## config.mk

```make
export PLATFORM = sky130hd
export DESIGN_NAME = cct_fifo
export DESIGN_NICKNAME = d
export VERILOG_FILES = /design/src/cct_fifo.sv
export SDC_FILE = /design/constraint.sdc
export NUM_CORES = 1
export LEC_CHECK = 0
export ABC_AREA = 1
export BUFFER_PORTS_ARGS = -buffer_cell sky130_fd_sc_hd__buf_2
export CORE_MARGIN = 1.5
export CORE_UTILIZATION = 40
export CTS_CLUSTER_SIZE = 24
export DETAILED_ROUTE_END_ITERATION = 16
export GPL_ROUTABILITY_DRIVEN = 0
export SETUP_SLACK_MARGIN = 0.4
export SYNTH_ARGS = -nofsm -noshare
export SYNTH_HDL_FRONTEND = slang
export SYNTH_SLANG_ARGS = --single-unit
```

## constraint.sdc

```tcl
create_clock -name clk -period 1.6 [get_ports clk]
set_input_delay 0.32 -clock clk [delete_from_list [all_inputs] [get_ports clk]]
set_output_delay 0.32 -clock clk [all_outputs]
set_load 0.03 [all_outputs]
```

## src/cct_fifo.sv

```systemverilog
// Small synchronous first-in first-out queue with occupancy count.
module cct_fifo #(
	parameter int WIDTH = 8,
	parameter int DEPTH = 2
) (
	input  logic                       clk,
	input  logic                       arst_n,
	input  logic                       push,
	input  logic [WIDTH-1:0]           din,
	input  logic                       pop,
	output logic [WIDTH-1:0]           dout,
	output logic                       full,
	output logic                       empty,
	output logic [$clog2(DEPTH+1)-1:0] count
);

	localparam int AW = (DEPTH > 1) ? $clog2(DEPTH) : 1;
	localparam int CW = $clog2(DEPTH + 1);

	logic [WIDTH-1:0] mem_q [DEPTH];
	logic [AW-1:0]    wr_ptr_q;
	logic [AW-1:0]    rd_ptr_q;
	logic [CW-1:0]    count_q;
	logic             do_push;
	logic             do_pop;

	assign full    = (count_q == CW'(DEPTH));
	assign empty   = (count_q == '0);
	assign count   = count_q;
	assign do_push = push && !full;
	assign do_pop  = pop && !empty;
	assign dout    = mem_q[rd_ptr_q];

	// Store the incoming request
	always_ff @(posedge clk) begin
		if (do_push) begin
			mem_q[wr_ptr_q] <= din;
		end
	end

	// Advance pointers and count
	always_ff @(posedge clk or negedge arst_n) begin
		if (!arst_n) begin
			wr_ptr_q <= '0;
			rd_ptr_q <= '0;
			count_q  <= '0;
		end else begin
			if (do_push) begin
				wr_ptr_q <= (wr_ptr_q == AW'(DEPTH - 1)) ? '0 : wr_ptr_q + 1'b1;
			end
			if (do_pop) begin
				rd_ptr_q <= (rd_ptr_q == AW'(DEPTH - 1)) ? '0 : rd_ptr_q + 1'b1;
			end
			if (do_push && !do_pop) begin
				count_q <= count_q + 1'b1;
			end else if (do_pop && !do_push) begin
				count_q <= count_q - 1'b1;
			end
		end
	end

endmodule

```

==> impl_metrics.toml <==
[setup_path]
cp_data_arrival_time_ns = 1.18
rr_worst_depth = 7
end_kind = "primary output"
timing.rr.end = "count[1]$_DFFE_PN0P_"
startpoint = "rd_ptr_q$_DFFE_PN0P_"
required_ns = 1.28
r2r_start = "count[0]$_DFFE_PN0P_"
critPathKind = "reg2out"
r2r_slack_ns = 0.24
cp-start-kind = "register"
crit_fanout = 6

[drt]
detail_route.wl_per_cell_um = 11.9
drt-total-wl_um = 1640
drc = 0
firstDrtPassIters = 4
drt_iter0_drc = 11
vias_per_cell = 4.53
drtAntennaViolNets = 0
via_count = 625

[sta]
fin_skew_ns = 0.00267
setup_tns_ns = 0
fin_crit_ns = 1.50
setup_viol_count_final = 0
fmax_mhz = 668
min_period_over_period_pct = 93.5
holdWs_ns = 0.202
finalWorstSetupSlack_ns = 0.104
slew_headroom_pct = 82.5
finalHoldViolCount = 0
finalMaxSlewViolations = 0
rsz0062_at_grt = "yes"
tightest_slew_ns = 0.262

[yosys]
synth_fp_nets = 86
yosysWarnings = 0
postSynthAreaPerCell_um2 = 11.1
yosys_register_bits = 20
synthCells = 73
ys_seq_area_share_pct = 71.7
synth_area_um2 = 810
yosysUniqueCellTypes = 14

[clocking]
numClockSinks = 20
cts_buffer_depth = 2
h-tree-depth = 1
cts.reportedPaths.clkPinSlew_ns = 0.11
cts_made_buffers = 3
clk-insertion-delay-late_ns = 0.29
root_buffer = "clkbuf_4"
cts_tree = "built"

[worst_hold_path]
holdPathEnd = "mem_q[1][1]$_DFFE_PP_"
hold_path.class = "in2reg"
whs_path_depth = 1
hp-start = "din[1]"

[global_route]
grt_pass1_wl_um = 2220
grt_max_degree = 13
grt_overflow_total = 0
grt_pass1_vias = 554
antenna_found_initial = 0
track_usage_pct = 14.7

[placement]
dp_hpwl_um = 947
place_ws_ns = 0.210
dp.cells = 122
portBuffers = 23

[floorplan]
coreArea_mm2 = 0.00194
start_util_pct = 41.7
top_level_ports = 24
design.die.area_mm2 = 0.00230
die_h_um = 48.0
row_count = 16
chipWidth_um = 48.0

[power_and_ir_drop]
power_frac_comb_pct = 55.1
power.density_mw_per_mm2 = 2200
sequentialPowerShare_pct = 30.5
irDropWorstVdd_mv = 1.30
p_int_mw = 1.69
p_clk_share_pct = 14.4
p_switching_mw = 1.12
leakage_nw = 0.572
switching_share_pct = 39.9

[cells_and_area]
mostFrequentLayoutCell = "nand2_1"
nets = 125
final_layout_size_suffix_gt1_share_pct = 52.3
area_delta_synth_final_pct = 58.0
layout_common_cells = "nand2_1, edfxtp_1, buf_6, buf_2, buf_4"
n_antenna_cell = 0
fin_cells = 138

[job]
drv_cap = 0

[run_status]
outcome = "finished, final reports clean"
stage by stage:
| stage | power [mW] | utilization, % | area [um2] |
|---|---|---|---|
| finish | 2.81 | 65.9 | 1280 |
| global route | 2.98 | 65.9 | 1280 |
| CTS | 2.59 | 61.1 | 1190 |
| detailed placement | 1.77 | 49.6 | 963 |
| global placement | 1.75 | 49.6 | 963 |
| floorplan | 1.51 | - | 820 |
layout make-up:
type	count	area (um2)
clock buffer	3	22.5
clock inverter	1	30.0
fill	170	663
inverter	8	40.0
multi-input combinational	44	274
sequential	20	584
tap	27	33.8
timing repair buffer	35	294
logic make-up (layout without fill, tap and decap cells):
logic type               after synthesis  after routing  synth area share (%)
AO/OA/AOI/OAI                          2              2                  1.24
XOR/XNOR                               1              1                  1.08
adder cells (fa/ha/maj)                1              1                  1.55
buffers and inverters                  9             47                  4.33
flip-flops                            20             20                  71.7
AND/OR/NAND/NOR                       40             40                  20.1
worst max-delay path: stages, from the launching register on:
cell     delay (ns)
dfrtp_2        0.48
buf_4          0.16
nand2_1        0.05
nand2_1        0.06
buf_6          0.13
power groups by stage:
stage	sequential, mW	clock [mW]	combinational, mW
5_1_grt	0.875	0.432	1.67
3_5_place_dp	0.852	0	0.913
4_1_cts	0.840	0.415	1.34
2_1_floorplan	0.855	0	0.656
3_3_place_gp	0.850	0	0.897
6_report	0.858	0.406	1.55
cell usage after synthesis, drive strengths merged:
master / n / share of area, %
nand3b: 1 / 0.93
nand4: 1 / 0.77
buf: 1 / 0.62
inv: 8 / 3.7
ha: 1 / 1.5
nand2: 33 / 15
xnor2: 1 / 1.1
nand3: 1 / 0.62
o21ai: 2 / 1.2
edfxtp: 16 / 59
nor2: 4 / 2.5
dfrtp: 4 / 12
timing repair:
action | 4_1_cts | 5_1_grt
pin swaps | 4 | 6
endpoints found under the setup margin | 30 | 30
setup buffers | 8 | 3
hold buffers | 1 | 0
endpoints found under the hold margin | 4 | 0
resized for setup | 34 | 17
layer usage:
layer  share of wire, %  track usage, %  vias to the layer above
met5                  0               0                        -
li1                   -               -                      313
met1                 40            16.0                      295
met3                3.0            3.40                        2
met2                 56            26.9                       15
met4                1.2            6.49                        0
worst max-delay path by stage:
stage	end	slack, ns	cells after the start
2_1_floorplan	count[1]$_DFFE_PN0P_	0.13	8
3_3_place_gp	mem_q[1][5]$_DFFE_PP_	0.23	3
3_5_place_dp	mem_q[1][6]$_DFFE_PP_	0.21	3
4_1_cts	dout[6]	0.10	4
5_1_grt	dout[7]	0.02	4
6_report	dout[1]	0.10	4
registers in the layout, summed over array words and instances (netlist names):
| signal | flops |
|---|---|
| rd_ptr_q | 1 |
| wr_ptr_q | 1 |
| mem_q | 16 |
| count | 2 |
(Power assumes the default switching activity.)
