[src/cct_pkg.sv]
// Types, codes and constants shared by the transliterator modules.
package cct_pkg;

	localparam int CLASS_DEPTH_DEF = 256;
	localparam int MAP_ENTRIES     = 256;
	localparam int WINDOW_LEN      = 3;
	localparam int IN_DEPTH        = 2;
	localparam int OUT_DEPTH       = 4;
	localparam int OUT_CW          = $clog2(OUT_DEPTH + 1);

	localparam logic [7:0] DASH_BYTE = 8'h2D;

	typedef enum logic [1:0] {
		CMD_CLEAR   = 2'd0,
		CMD_SEARCH  = 2'd1,
		CMD_REPLACE = 2'd2,
		CMD_DATA    = 2'd3
	} cmd_t;

	typedef enum logic [1:0] {
		OP_CLEAR = 2'd0,
		OP_DESC  = 2'd1,
		OP_DATA  = 2'd2
	} op_kind_t;

	typedef enum logic [2:0] {
		ERR_NONE     = 3'd0,
		ERR_RANGE    = 3'd1,
		ERR_OVERFLOW = 3'd2,
		ERR_EMPTY    = 3'd3,
		ERR_MISMATCH = 3'd4
	} err_t;

	typedef enum logic {
		ST_IDLE   = 1'b0,
		ST_APPEND = 1'b1
	} eng_state_t;

	typedef enum logic {
		SEQ_LIST  = 1'b0,
		SEQ_RANGE = 1'b1
	} seq_mode_t;

	// Classified request handed from front to back.
	typedef struct packed {
		op_kind_t   kind;
		logic       to_search;
		logic [7:0] value;
		logic       last;
	} op_t;

	// Finished result waiting for the receiver.
	typedef struct packed {
		logic [7:0] value;
		err_t       status;
		logic       last;
	} res_t;

endpackage

[src/cct_back.sv]
// Back end: class building sequencer, byte map memories and lookup pipeline.
module cct_back #(
	parameter int CLASS_DEPTH = cct_pkg::CLASS_DEPTH_DEF
) (
	input  logic                        clk,
	input  logic                        arst_n,
	input  cct_pkg::op_t                op,
	input  logic                        op_valid,
	output logic                        op_pop,
	input  logic [cct_pkg::OUT_CW-1:0]  out_count,
	output cct_pkg::res_t               res,
	output logic                        res_valid
);

	localparam int IW = $clog2(CLASS_DEPTH);
	localparam int CW = $clog2(CLASS_DEPTH + 1);
	localparam int UW = cct_pkg::OUT_CW + 1;

	// Engine state
	cct_pkg::eng_state_t state_q, state_d;
	cct_pkg::seq_mode_t  mode_q, mode_d;
	cct_pkg::err_t       err_q, err_d;
	logic [CW-1:0]       sc_q, sc_d;
	logic [CW-1:0]       rc_q, rc_d;
	logic [1:0]          pc_q, pc_d;
	logic [7:0]          win_q [cct_pkg::WINDOW_LEN];
	logic [7:0]          win_d [cct_pkg::WINDOW_LEN];
	logic [7:0]          list_q [cct_pkg::WINDOW_LEN];
	logic [7:0]          list_d [cct_pkg::WINDOW_LEN];
	logic [1:0]          len_q, len_d;
	logic [1:0]          k_q, k_d;
	logic [7:0]          cur_q, cur_d;
	logic [7:0]          hi_q, hi_d;
	logic                tos_q, tos_d;
	logic [7:0]          echo_q, echo_d;
	logic                last_q, last_d;

	// Window with the new byte placed, and append controls
	logic [7:0]          wn [cct_pkg::WINDOW_LEN];
	logic [7:0]          app_value;
	logic [CW-1:0]       app_cnt;
	logic                app_we;
	logic                map_we;
	logic                clear_all;
	logic                seq_done;
	logic [UW-1:0]       used;
	logic                credit_ok;

	// Result token
	logic                emit;
	logic [7:0]          tok_value;
	logic                tok_last;
	logic                tok_lookup;

	// Map and replace storage
	logic                valid_q [cct_pkg::MAP_ENTRIES];
	logic [IW-1:0]       map_mem [cct_pkg::MAP_ENTRIES];
	logic [7:0]          rep_mem [CLASS_DEPTH];

	// Lookup pipeline
	logic                v_s1, v_s2;
	logic [7:0]          val_s1, val_s2;
	cct_pkg::err_t       status_s1, status_s2;
	logic                last_s1, last_s2;
	logic                look_s1, look_s2;
	logic [IW-1:0]       map_rd_s1;
	logic [7:0]          rep_rd_s2;

	assign used      = UW'(out_count) + UW'(v_s1) + UW'(v_s2);
	assign credit_ok = (used < UW'(cct_pkg::OUT_DEPTH));
	assign app_value = (mode_q == cct_pkg::SEQ_RANGE) ? cur_q : list_q[k_q];
	assign app_cnt   = tos_q ? sc_q : rc_q;
	assign map_we    = app_we && tos_q && !valid_q[app_value];
	assign seq_done  = (mode_q == cct_pkg::SEQ_RANGE) ? (cur_q == hi_q)
	                                                  : (k_q == len_q - 2'd1);

	// Place the incoming byte into the pending window
	always_comb begin
		for (int k = 0; k < cct_pkg::WINDOW_LEN; k++) begin
			wn[k] = (pc_q == 2'(k)) ? op.value : win_q[k];
		end
	end

	// Next state, class updates and result emission
	always_comb begin
		state_d    = state_q;
		mode_d     = mode_q;
		err_d      = err_q;
		sc_d       = sc_q;
		rc_d       = rc_q;
		pc_d       = pc_q;
		win_d      = win_q;
		list_d     = list_q;
		len_d      = len_q;
		k_d        = k_q;
		cur_d      = cur_q;
		hi_d       = hi_q;
		tos_d      = tos_q;
		echo_d     = echo_q;
		last_d     = last_q;
		op_pop     = 1'b0;
		app_we     = 1'b0;
		clear_all  = 1'b0;
		emit       = 1'b0;
		tok_value  = echo_q;
		tok_last   = last_q;
		tok_lookup = 1'b0;
		case (state_q)
			cct_pkg::ST_IDLE: begin
				tok_value = op.value;
				tok_last  = op.last;
				if (op_valid && credit_ok) begin
					op_pop = 1'b1;
					echo_d = op.value;
					last_d = op.last;
					case (op.kind)
						cct_pkg::OP_CLEAR: begin
							sc_d      = '0;
							rc_d      = '0;
							pc_d      = '0;
							err_d     = cct_pkg::ERR_NONE;
							clear_all = 1'b1;
							emit      = 1'b1;
						end
						cct_pkg::OP_DATA: begin
							// Check the classes before the first mapped byte
							if (err_q == cct_pkg::ERR_NONE) begin
								if (sc_q == '0) begin
									err_d = cct_pkg::ERR_EMPTY;
								end else if (sc_q != rc_q) begin
									err_d = cct_pkg::ERR_MISMATCH;
								end
							end
							tok_lookup = (err_d == cct_pkg::ERR_NONE) && valid_q[op.value];
							emit       = 1'b1;
						end
						cct_pkg::OP_DESC: begin
							tos_d = op.to_search;
							if (err_q != cct_pkg::ERR_NONE) begin
								// Drop description bytes while an error is held
								pc_d = '0;
								emit = 1'b1;
							end else if (pc_q == 2'd2) begin
								if (wn[1] == cct_pkg::DASH_BYTE) begin
									pc_d = '0;
									if (wn[0] > wn[2]) begin
										err_d = cct_pkg::ERR_RANGE;
										emit  = 1'b1;
									end else begin
										mode_d  = cct_pkg::SEQ_RANGE;
										cur_d   = wn[0];
										hi_d    = wn[2];
										state_d = cct_pkg::ST_APPEND;
									end
								end else begin
									// Flush the oldest byte, all three on a last flag
									mode_d   = cct_pkg::SEQ_LIST;
									list_d   = wn;
									k_d      = '0;
									len_d    = op.last ? 2'd3 : 2'd1;
									win_d[0] = wn[1];
									win_d[1] = wn[2];
									pc_d     = op.last ? 2'd0 : 2'd2;
									state_d  = cct_pkg::ST_APPEND;
								end
							end else begin
								win_d = wn;
								if (op.last) begin
									mode_d  = cct_pkg::SEQ_LIST;
									list_d  = wn;
									k_d     = '0;
									len_d   = pc_q + 2'd1;
									pc_d    = '0;
									state_d = cct_pkg::ST_APPEND;
								end else begin
									pc_d = pc_q + 2'd1;
									emit = 1'b1;
								end
							end
						end
						default: begin
							emit = 1'b1;
						end
					endcase
				end
			end
			cct_pkg::ST_APPEND: begin
				// One class entry per cycle; stop on overflow
				if (app_cnt == CW'(CLASS_DEPTH)) begin
					err_d   = cct_pkg::ERR_OVERFLOW;
					pc_d    = '0;
					emit    = 1'b1;
					state_d = cct_pkg::ST_IDLE;
				end else begin
					app_we = 1'b1;
					if (tos_q) begin
						sc_d = sc_q + 1'b1;
					end else begin
						rc_d = rc_q + 1'b1;
					end
					if (seq_done) begin
						emit    = 1'b1;
						state_d = cct_pkg::ST_IDLE;
					end else begin
						cur_d = cur_q + 8'd1;
						k_d   = k_q + 2'd1;
					end
				end
			end
			default: begin
				state_d = cct_pkg::ST_IDLE;
			end
		endcase
	end

	// Hold the engine state
	always_ff @(posedge clk or negedge arst_n) begin
		if (!arst_n) begin
			state_q <= cct_pkg::ST_IDLE;
			err_q   <= cct_pkg::ERR_NONE;
			sc_q    <= '0;
			rc_q    <= '0;
			pc_q    <= '0;
		end else begin
			state_q <= state_d;
			err_q   <= err_d;
			sc_q    <= sc_d;
			rc_q    <= rc_d;
			pc_q    <= pc_d;
		end
	end

	// Sequencer payload
	always_ff @(posedge clk) begin
		mode_q <= mode_d;
		win_q  <= win_d;
		list_q <= list_d;
		len_q  <= len_d;
		k_q    <= k_d;
		cur_q  <= cur_d;
		hi_q   <= hi_d;
		tos_q  <= tos_d;
		echo_q <= echo_d;
		last_q <= last_d;
	end

	// Mark byte values that already have a first search position
	always_ff @(posedge clk or negedge arst_n) begin
		if (!arst_n) begin
			for (int i = 0; i < cct_pkg::MAP_ENTRIES; i++) begin
				valid_q[i] <= 1'b0;
			end
		end else if (clear_all) begin
			for (int i = 0; i < cct_pkg::MAP_ENTRIES; i++) begin
				valid_q[i] <= 1'b0;
			end
		end else if (map_we) begin
			valid_q[app_value] <= 1'b1;
		end
	end

	// Byte to first search position map
	always_ff @(posedge clk) begin
		if (map_we) begin
			map_mem[app_value] <= sc_q[IW-1:0];
		end
		map_rd_s1 <= map_mem[op.value];
	end

	// Replace class store
	always_ff @(posedge clk) begin
		if (app_we && !tos_q) begin
			rep_mem[rc_q[IW-1:0]] <= app_value;
		end
		rep_rd_s2 <= rep_mem[map_rd_s1];
	end

	// Advance result tokens alongside the memory reads
	always_ff @(posedge clk or negedge arst_n) begin
		if (!arst_n) begin
			v_s1 <= 1'b0;
			v_s2 <= 1'b0;
		end else begin
			v_s1 <= emit;
			v_s2 <= v_s1;
		end
	end

	always_ff @(posedge clk) begin
		val_s1    <= tok_value;
		status_s1 <= err_d;
		last_s1   <= tok_last;
		look_s1   <= tok_lookup;
		val_s2    <= val_s1;
		status_s2 <= status_s1;
		last_s2   <= last_s1;
		look_s2   <= look_s1;
	end

	assign res_valid    = v_s2;
	assign res.value    = look_s2 ? rep_rd_s2 : val_s2;
	assign res.status   = status_s2;
	assign res.last     = last_s2;

endmodule

[config.mk]
export PLATFORM = sky130hd
export DESIGN_NAME = cct_back
export DESIGN_NICKNAME = d
export VERILOG_FILES = /design/src/cct_pkg.sv /design/src/cct_back.sv
export SDC_FILE = /design/constraint.sdc
export NUM_CORES = 2
export LEC_CHECK = 0
export BUFFER_PORTS_ARGS = -buffer_cell sky130_fd_sc_hd__buf_2
export CORE_MARGIN = 2
export CORE_UTILIZATION = 50
export CTS_CLUSTER_DIAMETER = 80
export DETAILED_ROUTE_END_ITERATION = 8
export GPL_TIMING_DRIVEN = 0
export PLACE_DENSITY_LB_ADDON = 0.3
export SLEW_MARGIN = 40
export SYNTH_ARGS = -nofsm -noshare
export SYNTH_HDL_FRONTEND = slang
export SYNTH_SLANG_ARGS = --single-unit
[constraint.sdc]
create_clock -name clk -period 12.6 [get_ports clk]
set_clock_uncertainty 0.05 [all_clocks]
set_input_delay 2.52 -clock clk [delete_from_list [all_inputs] [get_ports clk]]
set_output_delay 2.52 -clock clk [all_outputs]
set_load 0.01 [all_outputs]
==> tab_implementation.tex <==
\begin{tabular}{lr}
\hline
Metric & Value \\
\hline
\multicolumn{2}{l}{\textbf{GRT}} \\
\quad Initial antenna violation count & 44 \\
\quad Overflow after GRT & 0 \\
\quad Total track usage & 28.5\% \\
\quad Vias in the first global route & 93400 \\
\quad Largest net degree at the start of global routing & 99 \\
\quad First-pass GRT wire length & 723000 um \\
\multicolumn{2}{l}{\textbf{Timing}} \\
\quad Setup repair after global routing missed its margin & false \\
\quad Final-layout worst hold slack & 0.273 ns \\
\quad Min Tclk post-route & 7.05 ns \\
\quad Setup violators final & 0 \\
\quad Highest attainable clock frequency & 142 MHz \\
\quad Final Max Tran Viols & 0 \\
\quad Final hold violation count & 0 \\
\quad Final cycle utilization of the critical path & 55.9\% \\
\quad Tightest Pin Transition & 1.00 ns \\
\quad Worst rel slew slack & 32.9\% \\
\multicolumn{2}{l}{\textbf{Placed design}} \\
\quad Final estimated routing congestion in global placement & 1.00 \\
\quad Placement-stage cell area & 189000 um2 \\
\quad Number of port buffers & 30 \\
\quad Post-DP HPWL & 360000 um \\
\multicolumn{2}{l}{\textbf{Detailed routing}} \\
\quad Routed met2 length & 249000 um \\
\quad Residual DRC & 0 \\
\quad Total number of vias & 93300 \\
\quad Post-DR vias/cell & 6.60 \\
\quad Average wire length per cell after detail routing & 36.6 um \\
\quad Final routed wirelength across all metal layers & 517000 um \\
\quad Routed length on met3 & 51000 um \\
\quad Number of nets with antenna violations after detailed routing & 0 \\
\quad Initial DRC count & 13800 \\
\quad Uppermost layer routed & met5 \\
\quad Router iterations before antenna repair & 9 \\
\quad Wire length on met1 & 182000 um \\
\multicolumn{2}{l}{\textbf{Critical path}} \\
\quad Slowest-stage cell, CP & sky130\_fd\_sc\_hd\_\_inv\_1 \\
\quad Maximum fanout count along the critical path & 13 \\
\quad Kind of cell adding the most delay to the critical path & buffers and inverters \\
\quad FF-to-FF Start & mode\_q\$\_SDFFCE\_PN0P\_ \\
\quad Most frequent CP cell & sky130\_fd\_sc\_hd\_\_buf\_2 \\
\quad Buffer and inverter count on the worst path & 5 \\
\quad Required time of the critical path & 10.03 ns \\
\quad Signal arrival time at the worst endpoint & 4.48 ns \\
\quad FF-to-FF End & map\_mem[139][4]\$\_DFFE\_PP\_ \\
\quad Worst reg-to-reg setup slack & 5.92 ns \\
\quad Critical path capture point type & primary output \\
\quad Worst Path Class, Setup & in2out \\
\quad Worst R2R Path Depth & 16 \\
\quad Series of cell instances along the critical path & buf\_2 > ha\_1 > a21oi\_1 > o21ai\_4 > buf\_8 > or2\_2 > clkbuf\_1 > inv\_1 > buf\_2 \\
\quad Delay of the slowest cell on the worst path & 0.42 ns \\
\quad Worst setup SP type & input pin \\
\multicolumn{2}{l}{\textbf{Yosys}} \\
\quad Synthesis-stage register bit count & 4499 \\
\quad Number of standard cells after synthesis & 8315 \\
\quad Proportion of synthesized chip area in sequential cells & 74.7\% \\
\quad Async set or reset register ratio after synthesis & 6.27\% \\
\quad Post-synthesis instance area & 178000 um2 \\
\quad Syn\_nets & 8352 \\
\quad Post-synth EDFFs & 4175 \\
\quad Mean instance size in the synthesized netlist & 21.5 um2 \\
\quad Library cells used by synthesis & 78 \\
\quad Main synth FF type & sky130\_fd\_sc\_hd\_\_edfxtp\_1 \\
\quad Number of warning messages in the yosys log & 0 \\
\multicolumn{2}{l}{\textbf{Worst hold path}} \\
\quad Class of the tightest hold or removal check & reg2reg \\
\quad Hold wc startpoint & status\_s1[0]\$\_DFF\_P\_ \\
\quad Worst hold stages & 0 \\
\quad Terminating pin of the worst hold path & status\_s2[0]\$\_DFF\_P\_ \\
\multicolumn{2}{l}{\textbf{Cells and area}} \\
\quad Post-route core utilization & 57.3\% \\
\quad Most used cells in the layout excluding fill and tap cells & sky130\_fd\_sc\_hd\_\_edfxtp\_1 (4175), sky130\_fd\_sc\_hd\_\_mux4\_2 (1462), sky130\_fd\_sc\_hd\_\_clkbuf\_16 (445) \\
\quad Nets@finish & 9019 \\
\quad Share of final-layout standard cells stronger than drive strength 1 & 32.3\% \\
\quad Area of all placed cells without fillers & 204000 um2 \\
\quad Synthesis-to-layout area growth & 14.2\% \\
\quad Leading cell type in the layout, fill and taps excluded & sky130\_fd\_sc\_hd\_\_edfxtp\_1 \\
\quad Fillers & 25500 \\
\multicolumn{2}{l}{\textbf{Floorplanning}} \\
\quad Number of standard-cell rows in the floorplan & 219 \\
\quad I/O pin total & 32 \\
\quad Total Die Area & 362000 um2 \\
\quad Core box area & 355000 um2 \\
\quad Initial Utilization & 50.2\% \\
\quad Die width & 601 um \\
\quad Die span in y & 601 um \\
\multicolumn{2}{l}{\textbf{CTS}} \\
\quad H-tree levels & 5 \\
\quad Clock-pin slew on the worst setup and hold paths & 0.07 ns \\
\quad Number of buffers added to fix hold violations after cts & 0 \\
\quad PostCTS Resize Cnt & 0 \\
\quad Sinks on the clock net & 4499 \\
\quad CTS tree & yes \\
\quad Cts bufs inserted & 435 \\
\quad Later-pin clock latency in the skew report & 1.01 ns \\
\quad CTS root buf & sky130\_fd\_sc\_hd\_\_clkbuf\_16 \\
\quad Setup Buffers After CTS & 0 \\
\quad Maximum clock path buffer count & 4 \\
\multicolumn{2}{l}{\textbf{Run status}} \\
\quad Status & finished, final reports clean \\
\multicolumn{2}{l}{\textbf{Run}} \\
\quad MaxCap Viol Count & 0 \\
\multicolumn{2}{l}{\textbf{Pwr}} \\
\quad Worst ir drop on vdd & 142 uV \\
\quad Leakage power & 64.8 nW \\
\quad Pwr per Cell Area & 173 nW/um2 \\
\hline
\end{tabular}
## cell families (layout without fill, tap and decap cells)
kind of cell             after synthesis  after routing  synth area share (%)
adder cells (fa/ha/maj)               19             19                 0.133
other                                  0             29                     0
XOR/XNOR                              37             37                 0.182
flip-flops                          4499           4499                  74.7
AND/OR/NAND/NOR                     1161           1161                  2.83
multiplexers                        1546           1546                  19.0
buffers and inverters                574           1610                  1.29
AO/OA/AOI/OAI                        479            479                  1.90
## final cells by class
cell class	count	area (um2)	area share (%)
Inverter	31	119	0.0583
Sequential cell	4499	133000	65.4
Multi-Input combinational cell	3242	44100	21.6
Buffer	543	2560	1.26
Clock inverter	260	2500	1.23
Tap cell	4751	5940	2.92
Antenna cell	29	72.6	0.0356
Clock buffer	546	11600	5.71
Timing Repair Buffer	230	3550	1.74
## layer usage
| metal | track usage (%) | vias to the layer above |
|---|---|---|
| met5 | 0 | - |
| met3 | 6.29 | 1338 |
| met4 | 16.4 | 24 |
| li1 | - | 36300 |
| met2 | 45.3 | 5894 |
| met1 | 36.5 | 49700 |
## worst max path at each step
stage / from / endpoint / slack [ns] / cells after the start
2_1_floorplan: k_q[0]$_SDFFCE_PN0P_ / rep_mem[0][5]$_DFFE_PP_ / 3.02 / 6
3_3_place_gp: k_q[0]$_SDFFCE_PN0P_ / rep_mem[38][5]$_DFFE_PP_ / -5.22 / 6
3_5_place_dp: op[1] / map_rd_s1[5]$_DFF_P_ / 5.18 / 9
4_1_cts: out_count[0] / op_pop / 5.52 / 9
5_1_grt: out_count[0] / op_pop / 5.41 / 9
6_report: out_count[0] / op_pop / 5.55 / 9
## sequential cells by signal, indices dropped and copies added (netlist names), 3 cells and up
register   flops
cur_q          8
echo_q         8
err_q          3
hi_q           8
list_q        24
map_mem     2048
map_rd_s1      8
rc_q           9
rep_mem     2048
rep_rd_s2      8
sc_q           9
status_s1      3
status_s2      3
val_s1         8
val_s2         8
valid_q      256
win_q         24
## through the flow
stage	total power [mW]	setup TNS [ns]	cells	worst slack [ns]
global placement	22.3	-4442.75	13100	-5.22
global route	36.0	0	14100	5.41
floorplan	20.1	0	8315	3.02
CTS	35.2	0	14100	5.52
finish	35.2	0	14100	5.55
detailed placement	22.4	0	13300	5.18
## Yosys cell counts, types with 10 or more instances
cell type | instances | area [um2]
sky130_fd_sc_hd__edfxtp_1 | 4175 | 125000
sky130_fd_sc_hd__mux4_2 | 1462 | 32900
sky130_fd_sc_hd__nor2_1 | 466 | 1750
sky130_fd_sc_hd__nand2_1 | 376 | 1410
sky130_fd_sc_hd__clkbuf_1 | 363 | 1360
sky130_fd_sc_hd__dfrtp_1 | 282 | 7060
sky130_fd_sc_hd__nor3_1 | 131 | 656
sky130_fd_sc_hd__buf_1 | 121 | 454
sky130_fd_sc_hd__a21oi_1 | 100 | 500
sky130_fd_sc_hd__o21ai_0 | 94 | 470
sky130_fd_sc_hd__o31ai_1 | 84 | 631
sky130_fd_sc_hd__mux2_2 | 53 | 597
sky130_fd_sc_hd__a32o_1 | 51 | 510
sky130_fd_sc_hd__nand3_1 | 47 | 235
sky130_fd_sc_hd__buf_2 | 44 | 220
sky130_fd_sc_hd__dfxtp_1 | 42 | 841
sky130_fd_sc_hd__o21a_1 | 31 | 233
sky130_fd_sc_hd__mux2i_1 | 30 | 300
sky130_fd_sc_hd__inv_1 | 29 | 109
sky130_fd_sc_hd__and2_1 | 25 | 156
sky130_fd_sc_hd__xor2_1 | 24 | 210
sky130_fd_sc_hd__a221oi_1 | 22 | 193
sky130_fd_sc_hd__ha_1 | 19 | 238
sky130_fd_sc_hd__and3_1 | 16 | 100
sky130_fd_sc_hd__nor2b_1 | 16 | 100
sky130_fd_sc_hd__nand4_1 | 15 | 93.8
sky130_fd_sc_hd__xnor2_1 | 13 | 114
sky130_fd_sc_hd__nor3_2 | 12 | 120
sky130_fd_sc_hd__nor4_1 | 12 | 75.1
sky130_fd_sc_hd__a22o_1 | 10 | 87.6
## where the power goes
part	switching [mW]	internal, mW
sequential	0.161	16.9
combinational	3.31	1.84
clock	5.62	7.35
total	9.09	26.1
(Power assumes the default switching activity.)
