<file path="config.mk">
export PLATFORM = sky130hd
export DESIGN_NAME = cct_front
export DESIGN_NICKNAME = d
export VERILOG_FILES = /design/src/cct_pkg.sv /design/src/cct_fifo.sv /design/src/cct_front.sv
export SDC_FILE = /design/constraint.sdc
export NUM_CORES = 1
export LEC_CHECK = 0
export ABC_AREA = 1
export ABC_CLOCK_PERIOD_IN_PS = 2000
export BUFFER_PORTS_ARGS = -buffer_cell sky130_fd_sc_hd__buf_2
export CELL_PAD_IN_SITES_DETAIL_PLACEMENT = 1
export CELL_PAD_IN_SITES_GLOBAL_PLACEMENT = 1
export CORE_MARGIN = 3
export CORE_UTILIZATION = 40
export DETAILED_ROUTE_END_ITERATION = 16
export GPL_TIMING_DRIVEN = 0
export HOLD_SLACK_MARGIN = 0.08
export PLACE_DENSITY_LB_ADDON = 0.1
export SYNTH_ARGS = -nofsm -noshare
export SYNTH_HDL_FRONTEND = slang
export SYNTH_SLANG_ARGS = --single-unit
</file>
<file path="constraint.sdc">
create_clock -name clk -period 2 [get_ports clk]
set_input_delay 0.4 -clock clk [delete_from_list [all_inputs] [get_ports clk]]
set_output_delay 0.4 -clock clk [all_outputs]
set_load 0.02 [all_outputs]
</file>
<file path="src/cct_pkg.sv">
// Types, codes and constants shared by the transliterator modules.
package cct_pkg;

	localparam int CLASS_DEPTH_DEF = 256;
	localparam int MAP_ENTRIES     = 256;
	localparam int WINDOW_LEN      = 3;
	localparam int IN_DEPTH        = 2;
	localparam int OUT_DEPTH       = 4;
	localparam int OUT_CW          = $clog2(OUT_DEPTH + 1);

	localparam logic [7:0] DASH_BYTE = 8'h2D;

	typedef enum logic [1:0] {
		CMD_CLEAR   = 2'd0,
		CMD_SEARCH  = 2'd1,
		CMD_REPLACE = 2'd2,
		CMD_DATA    = 2'd3
	} cmd_t;

	typedef enum logic [1:0] {
		OP_CLEAR = 2'd0,
		OP_DESC  = 2'd1,
		OP_DATA  = 2'd2
	} op_kind_t;

	typedef enum logic [2:0] {
		ERR_NONE     = 3'd0,
		ERR_RANGE    = 3'd1,
		ERR_OVERFLOW = 3'd2,
		ERR_EMPTY    = 3'd3,
		ERR_MISMATCH = 3'd4
	} err_t;

	typedef enum logic {
		ST_IDLE   = 1'b0,
		ST_APPEND = 1'b1
	} eng_state_t;

	typedef enum logic {
		SEQ_LIST  = 1'b0,
		SEQ_RANGE = 1'b1
	} seq_mode_t;

	// Classified request handed from front to back.
	typedef struct packed {
		op_kind_t   kind;
		logic       to_search;
		logic [7:0] value;
		logic       last;
	} op_t;

	// Finished result waiting for the receiver.
	typedef struct packed {
		logic [7:0] value;
		err_t       status;
		logic       last;
	} res_t;

endpackage

</file>
<file path="src/cct_fifo.sv">
// Small synchronous first-in first-out queue with occupancy count.
module cct_fifo #(
	parameter int WIDTH = 8,
	parameter int DEPTH = 2
) (
	input  logic                       clk,
	input  logic                       arst_n,
	input  logic                       push,
	input  logic [WIDTH-1:0]           din,
	input  logic                       pop,
	output logic [WIDTH-1:0]           dout,
	output logic                       full,
	output logic                       empty,
	output logic [$clog2(DEPTH+1)-1:0] count
);

	localparam int AW = (DEPTH > 1) ? $clog2(DEPTH) : 1;
	localparam int CW = $clog2(DEPTH + 1);

	logic [WIDTH-1:0] mem_q [DEPTH];
	logic [AW-1:0]    wr_ptr_q;
	logic [AW-1:0]    rd_ptr_q;
	logic [CW-1:0]    count_q;
	logic             do_push;
	logic             do_pop;

	assign full    = (count_q == CW'(DEPTH));
	assign empty   = (count_q == '0);
	assign count   = count_q;
	assign do_push = push && !full;
	assign do_pop  = pop && !empty;
	assign dout    = mem_q[rd_ptr_q];

	// Store the incoming request
	always_ff @(posedge clk) begin
		if (do_push) begin
			mem_q[wr_ptr_q] <= din;
		end
	end

	// Advance pointers and count
	always_ff @(posedge clk or negedge arst_n) begin
		if (!arst_n) begin
			wr_ptr_q <= '0;
			rd_ptr_q <= '0;
			count_q  <= '0;
		end else begin
			if (do_push) begin
				wr_ptr_q <= (wr_ptr_q == AW'(DEPTH - 1)) ? '0 : wr_ptr_q + 1'b1;
			end
			if (do_pop) begin
				rd_ptr_q <= (rd_ptr_q == AW'(DEPTH - 1)) ? '0 : rd_ptr_q + 1'b1;
			end
			if (do_push && !do_pop) begin
				count_q <= count_q + 1'b1;
			end else if (do_pop && !do_push) begin
				count_q <= count_q - 1'b1;
			end
		end
	end

endmodule

</file>
<file path="src/cct_front.sv">
// Front end: accepts requests, classifies the command and queues them.
module cct_front (
	input  logic           clk,
	input  logic           arst_n,
	input  logic           push,
	output logic           full,
	input  logic [1:0]     command,
	input  logic [7:0]     byte_value,
	input  logic           last,
	output cct_pkg::op_t   op,
	output logic           op_valid,
	input  logic           op_pop
);

	localparam int OPW = $bits(cct_pkg::op_t);

	cct_pkg::op_t             op_in;
	logic [OPW-1:0]           q_dout;
	logic                     q_empty;
	logic [$clog2(cct_pkg::IN_DEPTH+1)-1:0] q_count;

	// Classify the command into an operation kind and target class
	always_comb begin
		op_in.value     = byte_value;
		op_in.last      = last;
		op_in.to_search = 1'b0;
		op_in.kind      = cct_pkg::OP_DATA;
		case (cct_pkg::cmd_t'(command))
			cct_pkg::CMD_CLEAR: begin
				op_in.kind = cct_pkg::OP_CLEAR;
			end
			cct_pkg::CMD_SEARCH: begin
				op_in.kind      = cct_pkg::OP_DESC;
				op_in.to_search = 1'b1;
			end
			cct_pkg::CMD_REPLACE: begin
				op_in.kind = cct_pkg::OP_DESC;
			end
			cct_pkg::CMD_DATA: begin
				op_in.kind = cct_pkg::OP_DATA;
			end
			default: begin
				op_in.kind = cct_pkg::OP_DATA;
			end
		endcase
	end

	// Decouple the classifier from the back end
	cct_fifo #(
		.WIDTH(OPW),
		.DEPTH(cct_pkg::IN_DEPTH)
	) u_op_queue (
		.clk   (clk),
		.arst_n(arst_n),
		.push  (push),
		.din   (op_in),
		.pop   (op_pop),
		.dout  (q_dout),
		.full  (full),
		.empty (q_empty),
		.count (q_count)
	);

	assign op       = cct_pkg::op_t'(q_dout);
	assign op_valid = !q_empty && (q_count != '0);

endmodule

</file>
==> results of run 1 <==
[cells by family (layout without fill, tap and decap cells)]
kind of cell | Yosys count | after routing | share of synthesized area
simple gates | 53 | 53 | 0.193
flops | 28 | 28 | 0.714
buf+inv | 12 | 45 | 0.0490
fa+ha+maj | 3 | 3 | 0.0326
compound gates | 1 | 1 | 0.00435
xor+xnor | 1 | 1 | 0.00762
[area by class of cell]
type	count	area share
tap	30	0.0270
clock buffer	3	0.0162
clock inverter	1	0.0216
inverter	10	0.0270
sequential	28	0.589
multi-input combinational	58	0.198
buffer	2	0.0135
timing repair buffer	29	0.108
[cell usage in the layout, fill, tap and decap left out]
cell type      count
ha_1               3
nand4_1            1
o21ai_0            1
nand2_1           44
inv_2              3
edfxtp_1          24
bufinv_16          1
clkbuf_4           3
nand3_1            2
nor2_2             2
dfrtp_1            4
xnor2_1            1
inv_1              7
dlygate4sd3_1      1
buf_2             28
nand2_2            3
nor2_4             1
buf_4              1
buf_6              1
[through the flow]
stage	setup slack, ns	util
after global placement	0.159	0.508
after detailed placement	0.0878	0.508
after global routing	0.149	0.533
after floorplan	0.531	-
after CTS	0.105	0.532
final	0.280	0.533
[final timing paths]
| kind | to | slack [ns] |
|---|---|---|
| hold / removal | u_op_queue.mem_q[0][1] | 0.26 |
| hold reg to reg | u_op_queue.wr_ptr_q | 0.53 |
| min in group asynchronous | u_op_queue.wr_ptr_q | 0.43 |
| max in group asynchronous | u_op_queue.count[1] | 1.44 |
| setup reg to reg | u_op_queue.mem_q[1][3] | 0.44 |
| setup / recovery | op[9] | 0.28 |
[power groups by stage]
stage	combinational [mW]	sequential [mW]	clock, mW
2_1_floorplan	0.599	0.874	0
3_3_place_gp	0.841	0.885	0
5_1_grt	0.970	0.901	0.397
4_1_cts	0.888	0.888	0.379
6_report	0.870	0.884	0.365
3_5_place_dp	0.874	0.900	0
[timing repair]
item,in CTS,in global routing
setup endpoints to repair,0,12
gates resized for setup,0,1
endpoints found under the hold margin,4,0
hold buffers,1,0
[critical path: cells and delay by family, from the launching register on]
family	cells	cell delay, ns
buffers and inverters	3	0.43
flip-flops	1	0.46
AND/OR/NAND/NOR	2	0.12
[registers in the layout (all words and copies together) (netlist names)]
register             count
u_op_queue.mem_q        24
u_op_queue.wr_ptr_q      1
u_op_queue.count         2
u_op_queue.rd_ptr_q      1
[per-layer routing]
metal  vias up  part of all wire
met2        20              0.55
met3         4             0.044
li1        382                 -
met4         0            0.0082
met1       391              0.40
met5         -                 0
[cells in the mapped netlist]
| cell | n |
|---|---|
| edfxtp_1 | 24 |
| nand3_1 | 2 |
| nand2_2 | 3 |
| nor2_1 | 1 |
| nor2_4 | 1 |
| xnor2_1 | 1 |
| inv_1 | 7 |
| inv_2 | 3 |
| nand2_1 | 44 |
| buf_4 | 1 |
| o21ai_0 | 1 |
| buf_6 | 1 |
| dfrtp_1 | 4 |
| nor2_2 | 1 |
| nand4_1 | 1 |
| ha_1 | 3 |
==> impl_metrics.py, run 1 <==
metrics = {
    "detailed_routing": {
        "routed_wl_um": 2430,
        "ant_nets": 0,
        "dr_total_vias": 797,
        "viasPerCell": 4.95,
        "drt_iter0_drc": 20,
        "route.detailed.drc": 0,
        "first_pass_iters": 4,
        "wl_per_cell_um": 15.1,
    },
    "place": {
        "port_buffers": 28,
        "routabilityCongestion": 0.691,
        "place_hpwl_um": 1720,
        "place_area_um2": 1330,
        "dp_cells": 156,
    },
    "finish": {
        "design_area_um2": 1390,
        "regArea_um2": 821,
        "drive_above_1_share": 0.328,
        "insertedDiodeCount": 0,
        "instances_no_fill": 161,
        "fillCellCount": 286,
        "area_growth_pct": 21.1,
        "nets": 150,
        "multi_input_area_um2": 275,
    },
    "clock_tree": {
        "clkSinkCount": 28,
        "postCtsSetupBuffers": 0,
        "cts_buffers": 3,
        "cts_tree": "built",
        "htreeDepth": 1,
        "max-clock-path-buffers": 2,
        "clkTransAtPathRegs_ns": 0.15,
        "ctsRootBufferMaster": "clkbuf_4",
        "clk-insertion-delay-late_ns": 0.32,
    },
    "grt": {
        "overflow": 0,
        "grtUsageMet2": 0.289,
        "grt_busiest_layer": "met2",
        "track_usage": 0.152,
        "grt_pass1_vias": 844,
        "grt_pass1_wl_um": 3890,
        "grt_max_degree": 17,
        "use_met1": 0.173,
        "use_met3": 0.0240,
        "antenna_found_initial": 0,
    },
    "synthesis": {
        "yosys.area.top_type": "edfxtp_1",
        "synth_top_cell_area_share": 0.627,
        "yosys_warnings": 0,
        "ys_types": 16,
        "syn-cell-area_um2": 1150,
        "syn_nets": 116,
        "syn_inst": 98,
        "ys_seq_area_frac": 0.714,
        "ys_ff_latch": 28,
        "syn_area_per_cell_um2": 11.7,
        "synth_area_leaders": "edfxtp_1 (63%), nand2_1 (14%), dfrtp_1 (8.7%), ha_1 (3.3%), inv_1 (2.3%)",
    },
    "worst_setup_path": {
        "required_ns": 1.60,
        "critPathKind": "reg -> out",
        "r2r_start": "u_op_queue.count[0]",
        "arrival_ns": 1.32,
        "path_common_cell": "nand2_1",
        "max_stage_delay_ns": 0.46,
        "critPathSlowestCell": "dfrtp_1",
        "reg2reg_depth": 2,
        "critPathLaunch": "u_op_queue.rd_ptr_q",
        "start_kind": "register",
        "crit_chain": "inv_2 > buf_6 > nand2_1 > nand2_1 > buf_2",
        "critPathMaxFanout": 10,
        "cp-end-kind": "output pin",
    },
    "die": {
        "io_pins": 29,
        "die_area_um2": 3550,
        "die_w_um": 59.6,
        "placementRows": 18,
        "fp.dieH_um": 59.6,
        "initial_utilization": 0.440,
        "coreArea_um2": 2610,
    },
    "timing": {
        "rsz0062_at_grt": "false",
        "hold_viol": 0,
        "slew_violations": 0,
        "skew_ns": 0.00353,
        "finalCriticalPeriod_ns": 1.72,
        "period_share": 0.860,
        "setup_violations": 0,
        "max_freq_mhz": 581,
        "finalSetupTns_ns": 0,
        "whs_ns": 0.258,
        "relSlewSlack": 0.562,
        "worst_pin_slew_ns": 0.656,
    },
    "pwr": {
        "comb_power_share": 0.411,
        "swShare": 0.393,
        "p_int_mw": 1.29,
        "clock_power_share": 0.172,
        "power_mw": 2.12,
        "p_seq_frac": 0.417,
        "power.leakage_nw": 0.654,
        "powerDensity_nw_per_um2": 1520,
        "p_sw_mw": 0.832,
        "irDropWorstVdd_v": 0.000717,
    },
    "min_path": {
        "min_delay_path_depth": 1,
        "min_from": "byte_value[0]",
        "hp-class": "in -> reg",
    },
    "job": {
        "drv_cap": 0,
    },
    "status": {
        "status": "finished, final reports clean",
    },
}
(Power assumes the default switching activity.)
==> inputs of run 2 (changes only) <==
--- a/config.mk
+++ b/config.mk
@@ -15,6 +15,7 @@
 export DETAILED_ROUTE_END_ITERATION = 16
 export GPL_TIMING_DRIVEN = 0
 export HOLD_SLACK_MARGIN = 0.08
+export MAX_ROUTING_LAYER = met4
 export PLACE_DENSITY_LB_ADDON = 0.1
 export SYNTH_ARGS = -nofsm -noshare
 export SYNTH_HDL_FRONTEND = slang
==> run 2 against run 1 <==
  * Sequential cell count unchanged
  * Largest cell class unchanged
  * Fmax about the same
  * Global-route usage up 0.45 points
  * First-iteration DRC count unchanged
  * Critical endpoint unchanged
  * Highest routed layer is now met3
  * Via count down 0.88%
  * Utilization unchanged
  * Final area unchanged
  * Largest power group unchanged
  * Register-to-register slack about the same
  * Clock power about the same
==> impl_metrics.py, run 2 (synthesis results as in run 1) <==
metrics = {
    "status": {
        "status": "finished, final reports clean",
    },
    "pwr": {
        "p_int_mw": 1.29,
        "irDropWorstVdd_v": 0.000713,
        "clock_power_share": 0.173,
        "p_sw_mw": 0.831,
        "power.leakage_nw": 0.654,
        "p_seq_frac": 0.418,
        "powerDensity_nw_per_um2": 1520,
        "comb_power_share": 0.410,
        "swShare": 0.393,
    },
    "timing": {
        "slew_violations": 0,
        "worst_pin_slew_ns": 0.653,
        "setup_violations": 0,
        "max_freq_mhz": 581,
        "whs_ns": 0.256,
        "hold_viol": 0,
        "skew_ns": 0.00511,
        "relSlewSlack": 0.564,
        "setup_ws_ns": 0.279,
        "finalSetupTns_ns": 0,
        "finalCriticalPeriod_ns": 1.72,
        "rsz0062_at_grt": "false",
        "period_share": 0.860,
    },
    "worst_setup_path": {
        "critPathMaxFanout": 10,
        "start_kind": "register",
        "arrival_ns": 1.32,
        "required_ns": 1.60,
        "max_stage_delay_ns": 0.46,
        "critPathSlowestCell": "dfrtp_1",
        "cpLargestDelayFamily": "flip-flops",
        "cp-end-kind": "output pin",
        "critPathKind": "reg -> out",
        "crit_buf_inv": 3,
        "crit_chain": "inv_2 > buf_6 > nand2_1 > nand2_1 > buf_2",
        "path_common_cell": "nand2_1",
    },
    "clock_tree": {
        "htreeDepth": 1,
        "ctsRootBufferMaster": "clkbuf_4",
        "max-clock-path-buffers": 2,
        "cts_buffers": 3,
        "cts_tree": "built",
        "clk-insertion-delay-late_ns": 0.32,
        "postCtsSetupBuffers": 0,
        "clkTransAtPathRegs_ns": 0.15,
        "clkSinkCount": 28,
    },
    "place": {
        "routabilityCongestion": 0.698,
        "port_buffers": 28,
        "place_hpwl_um": 1720,
        "dp_slack_ns": 0.0878,
        "place_area_um2": 1330,
    },
    "job": {
        "drv_cap": 0,
    },
    "detailed_routing": {
        "drt_iter0_drc": 20,
        "ant_nets": 0,
        "first_pass_iters": 4,
        "routed_wl_um": 2420,
        "dr_total_vias": 790,
        "wl_per_cell_um": 15.0,
        "route.detailed.drc": 0,
        "viasPerCell": 4.91,
    },
    "die": {
        "fp.dieH_um": 59.6,
        "initial_utilization": 0.440,
        "coreArea_um2": 2610,
        "die_area_um2": 3550,
        "io_pins": 29,
        "die_w_um": 59.6,
        "placementRows": 18,
    },
    "finish": {
        "fillCellCount": 286,
        "largest_register_ffs": 24,
        "mostFrequentLayoutCell": "nand2_1",
        "drive_above_1_share": 0.328,
        "layout_common_cells": "nand2_1 (44), buf_2 (28), edfxtp_1 (24), inv_1 (7), dfrtp_1 (4)",
        "design_area_um2": 1390,
        "largest-register": "u_op_queue.mem_q",
        "area_growth_pct": 21.1,
        "insertedDiodeCount": 0,
        "nets": 150,
    },
    "grt": {
        "track_usage": 0.157,
        "grt_pass1_vias": 842,
        "overflow": 0,
        "grt_max_degree": 17,
        "antenna_found_initial": 0,
        "grt_pass1_wl_um": 3890,
    },
    "min_path": {
        "hp-class": "in -> reg",
    },
}
-- run 2: cell counts in the layout (fill, tap and decap cells not counted) --
Identical to the previous run, type by type.
-- run 2: per-stage QoR --
stage	utilization	instances	power, mW
after detailed placement	0.508	156	1.77
after floorplan	-	98	1.47
after global placement	0.508	156	1.73
final	0.533	161	2.12
after global routing	0.533	161	2.27
after CTS	0.532	161	2.15
-- run 2: final timing paths --
check,startpoint,endpoint,slack [ns],depth (start not counted)
max,u_op_queue.rd_ptr_q,op[9],0.28,5
min,byte_value[0],u_op_queue.mem_q[0][1],0.26,1
max reg2reg,u_op_queue.count[0],u_op_queue.mem_q[1][3],0.45,2
min reg2reg,u_op_queue.wr_ptr_q,u_op_queue.wr_ptr_q,0.52,2
max in group asynchronous,arst_n,u_op_queue.count[1],1.44,2
min in group asynchronous,arst_n,u_op_queue.wr_ptr_q,0.43,2
-- run 2: repair_timing --
action / CTS / global route
hold buffers: 1 / 0
setup endpoints to repair: 0 / 12
resized for setup: 0 / 1
endpoints found under the hold margin: 4 / 0
-- run 2: area by class of cell --
cell class                      instances  area [um2]  share of cell area
Buffer                                  2        18.8              0.0135
Clock buffer                            3        22.5              0.0162
Clock inverter                          1        30.0              0.0216
Inverter                               10        37.5              0.0270
Multi-Input combinational cell         58         275               0.198
Sequential cell                        28         821               0.589
Tap cell                               30        37.5              0.0270
Timing Repair Buffer                   29         150               0.108
-- run 2: power groups by stage --
stage                     Sequential, mW  Clock (mW)  Combinational (mW)
after global placement             0.885           0               0.841
after detailed placement           0.900           0               0.874
final                              0.884       0.366               0.868
after CTS                          0.888       0.379               0.888
after global routing               0.901       0.397               0.969
after floorplan                    0.874           0               0.599
-- run 2: routing by layer --
metal | vias up | part of all wire | global-route usage | routed length [um]
met5 | - | 0 | - | 0
met2 | 21 | 0.56 | 0.289 | 1360
li1 | 382 | - | - | -
met1 | 387 | 0.40 | 0.175 | 963
met3 | 0 | 0.041 | 0.0196 | 100
met4 | 0 | 0 | 0.0475 | 0
==> inputs of run 3 (changes only) <==
--- a/config.mk
+++ b/config.mk
@@ -5,18 +5,18 @@
 export SDC_FILE = /design/constraint.sdc
 export NUM_CORES = 1
 export LEC_CHECK = 0
-export ABC_AREA = 1
 export ABC_CLOCK_PERIOD_IN_PS = 2000
 export BUFFER_PORTS_ARGS = -buffer_cell sky130_fd_sc_hd__buf_2
 export CELL_PAD_IN_SITES_DETAIL_PLACEMENT = 1
 export CELL_PAD_IN_SITES_GLOBAL_PLACEMENT = 1
 export CORE_MARGIN = 3
-export CORE_UTILIZATION = 40
+export CORE_UTILIZATION = 42
 export DETAILED_ROUTE_END_ITERATION = 16
 export GPL_TIMING_DRIVEN = 0
 export HOLD_SLACK_MARGIN = 0.08
 export MAX_ROUTING_LAYER = met4
 export PLACE_DENSITY_LB_ADDON = 0.1
+export SETUP_SLACK_MARGIN = 0.5
 export SYNTH_ARGS = -nofsm -noshare
 export SYNTH_HDL_FRONTEND = slang
 export SYNTH_SLANG_ARGS = --single-unit
==> run 3 against run 2 <==
  * Synthesized area shrank 4.1%
  * Setup slack got worse by 0.051 ns
  * Clock-buffer cell count unchanged
  * Clock skew shrank 0.0019 ns
  * Wire length down 14%
  * Die area decreased by 7.8%
  * Sequential share of layout area shrank 6.1 points
  * Largest cell class unchanged
  * Largest power group is now combinational cells
==> impl_metrics.py, run 3 <==
metrics = {
    "synthesis": {
        "synthTopCellsByCount": "edfxtp_1 (24), mux2_2 (12), dfrtp_1 (4), inv_1 (4)",
        "yosysMostFrequentCell": "edfxtp_1",
        "syn-cell-area_um2": 1100,
        "yosys.area.top_type": "edfxtp_1",
        "async_flop_share": 0.143,
        "synthAdderAreaFrac": 0.0341,
        "synth_top_family_by_area": "multiplexers",
        "synth_compound_area_frac": 0,
        "synth_edf_count": 24,
        "muxShareOfSynthArea": 0.123,
        "yosys_warnings": 0,
        "ys_seq_area_frac": 0.745,
        "synth_top_cell_area_share": 0.654,
        "ys_types": 14,
        "syn_nets": 78,
        "syn_area_per_cell_um2": 18.4,
        "synth_xor_area_frac": 0.0397,
        "synth_flop_cell": "edfxtp_1",
        "synth_area_leaders": "edfxtp_1 (65%), mux2_2 (12%), dfrtp_1 (9.1%), ha_1 (3.4%), xnor2_1 (2.4%)",
        "synth-simple-area-share": 0.0352,
        "syn_inst": 60,
        "ys_ff_latch": 28,
    },
    "timing": {
        "whs_ns": 0.256,
        "period_share": 0.886,
        "skew_ns": 0.00326,
        "slew_violations": 0,
        "relSlewSlack": 0.747,
        "finalCriticalPeriod_ns": 1.77,
        "setup_violations": 0,
        "max_freq_mhz": 564,
        "hold_viol": 0,
        "rsz0062_at_grt": "true",
        "setup_ws_ns": 0.228,
        "worst_pin_slew_ns": 0.378,
        "finalSetupTns_ns": 0,
    },
    "detailed_routing": {
        "viasPerCell": 4.92,
        "route.detailed.drc": 0,
        "routed_wl_um": 2090,
        "drt_iter0_drc": 6,
        "dr_total_vias": 630,
        "wl_per_cell_um": 16.3,
        "ant_nets": 0,
        "first_pass_iters": 3,
    },
    "worst_setup_path": {
        "start_kind": "register",
        "arrival_ns": 1.37,
        "critPathMaxFanout": 3,
        "r2r_start": "u_op_queue.count[0]",
        "critPathLaunch": "u_op_queue.rd_ptr_q",
        "reg2reg_depth": 6,
        "critPathKind": "reg -> out",
        "required_ns": 1.60,
        "cp-end-kind": "output pin",
    },
    "die": {
        "fp.dieH_um": 57.2,
        "die_w_um": 57.2,
        "placementRows": 17,
        "coreArea_um2": 2340,
        "io_pins": 29,
        "initial_utilization": 0.471,
        "die_area_um2": 3280,
    },
    "pwr": {
        "p_int_mw": 1.67,
        "comb_power_share": 0.488,
        "p_seq_frac": 0.362,
        "power.leakage_nw": 0.669,
        "power_mw": 2.44,
        "powerDensity_nw_per_um2": 1570,
        "swShare": 0.316,
        "irDropWorstVdd_v": 0.00106,
        "p_sw_mw": 0.771,
        "clock_power_share": 0.149,
    },
    "finish": {
        "largest-register": "u_op_queue.mem_q",
        "layout_common_cells": "edfxtp_1 (24), buf_6 (18), buf_2 (14), mux2_4 (10)",
        "nets": 119,
        "mostFrequentLayoutCell": "edfxtp_1",
        "area_growth_pct": 40.9,
        "instances_no_fill": 128,
        "fin_util": 0.664,
        "largest_register_ffs": 24,
        "fillCellCount": 214,
        "drive_above_1_share": 0.590,
        "insertedDiodeCount": 0,
        "design_area_um2": 1550,
    },
    "grt": {
        "grt_pass1_wl_um": 3420,
        "grt_max_degree": 17,
        "antenna_found_initial": 0,
        "overflow": 0,
        "track_usage": 0.147,
        "grt_pass1_vias": 753,
    },
    "status": {
        "status": "finished, final reports clean",
    },
    "place": {
        "dp_slack_ns": 0.373,
        "dp_cells": 116,
        "routabilityCongestion": 0.722,
        "port_buffers": 28,
        "place_hpwl_um": 1400,
        "place_area_um2": 1280,
    },
    "min_path": {
        "min_delay_path_depth": 1,
        "min_from": "byte_value[3]",
        "hp-class": "in -> reg",
    },
    "clock_tree": {
        "max-clock-path-buffers": 2,
        "clkSinkCount": 28,
        "cts_buffers": 3,
        "clk-insertion-delay-late_ns": 0.32,
        "htreeDepth": 1,
        "cts_tree": "built",
        "ctsRootBufferMaster": "clkbuf_4",
        "clkTransAtPathRegs_ns": 0.15,
    },
    "job": {
        "drv_cap": 0,
    },
}
-- run 3: worst max-delay path, cell delays in order (launching register included) --
cell	delay (ns)
dfrtp_1	0.45
buf_6	0.13
mux2_2	0.34
buf_6	0.13
-- run 3: cells by family (layout without fill, tap and decap cells) --
family,count (synthesis),in the layout
adders and majority gates,3,3
DFF,28,28
buffers and inverters,5,45
and+or+nand+nor,7,7
xor gates and xnor gates,5,5
muxes,12,12
-- run 3: layer usage --
metal | global-route usage | vias up | part of all wire
met1 | 0.153 | 312 | 0.37
met5 | - | - | 0
met2 | 0.271 | 17 | 0.58
met3 | 0.0204 | 4 | 0.030
met4 | 0.0695 | 0 | 0.018
li1 | - | 297 | -
-- run 3: final timing paths --
path | to | slack (ns)
worst min register to register | u_op_queue.wr_ptr_q | 0.56
worst max register to register | u_op_queue.count[1] | 0.56
worst max-delay path | op[0] | 0.23
worst min-delay path | u_op_queue.mem_q[0][4] | 0.26
max in group asynchronous | u_op_queue.count[1] | 1.50
min in group asynchronous | u_op_queue.rd_ptr_q | 0.38
-- run 3: area by class of cell --
class | count | area [um2] | share of cell area
well taps | 28 | 35.0 | 0.0226
multi-input cells | 27 | 317 | 0.204
plain buffers | 1 | 11.3 | 0.00725
repair buffers | 36 | 302 | 0.194
flip-flops and latches | 28 | 821 | 0.529
clock inverters | 1 | 30.0 | 0.0193
clock buffers | 3 | 22.5 | 0.0145
inverters | 4 | 15.0 | 0.00967
-- run 3: repair_timing --
item,in CTS,in global routing
hold buffers,1,0
setup endpoints to repair,39,27
gates resized for setup,43,5
cloned,1,0
setup buffers,4,2
endpoints found under the hold margin,4,0
pin swaps,0,0
-- run 3: power by group through the flow --
stage                     Combinational (mW)  Sequential (mW)  Clock [mW]
after floorplan                        0.552            0.878           0
after detailed placement               0.754            0.904           0
final                                   1.19            0.884       0.364
after global routing                    1.27            0.903       0.396
after global placement                 0.738            0.891           0
after CTS                               1.14            0.884       0.374
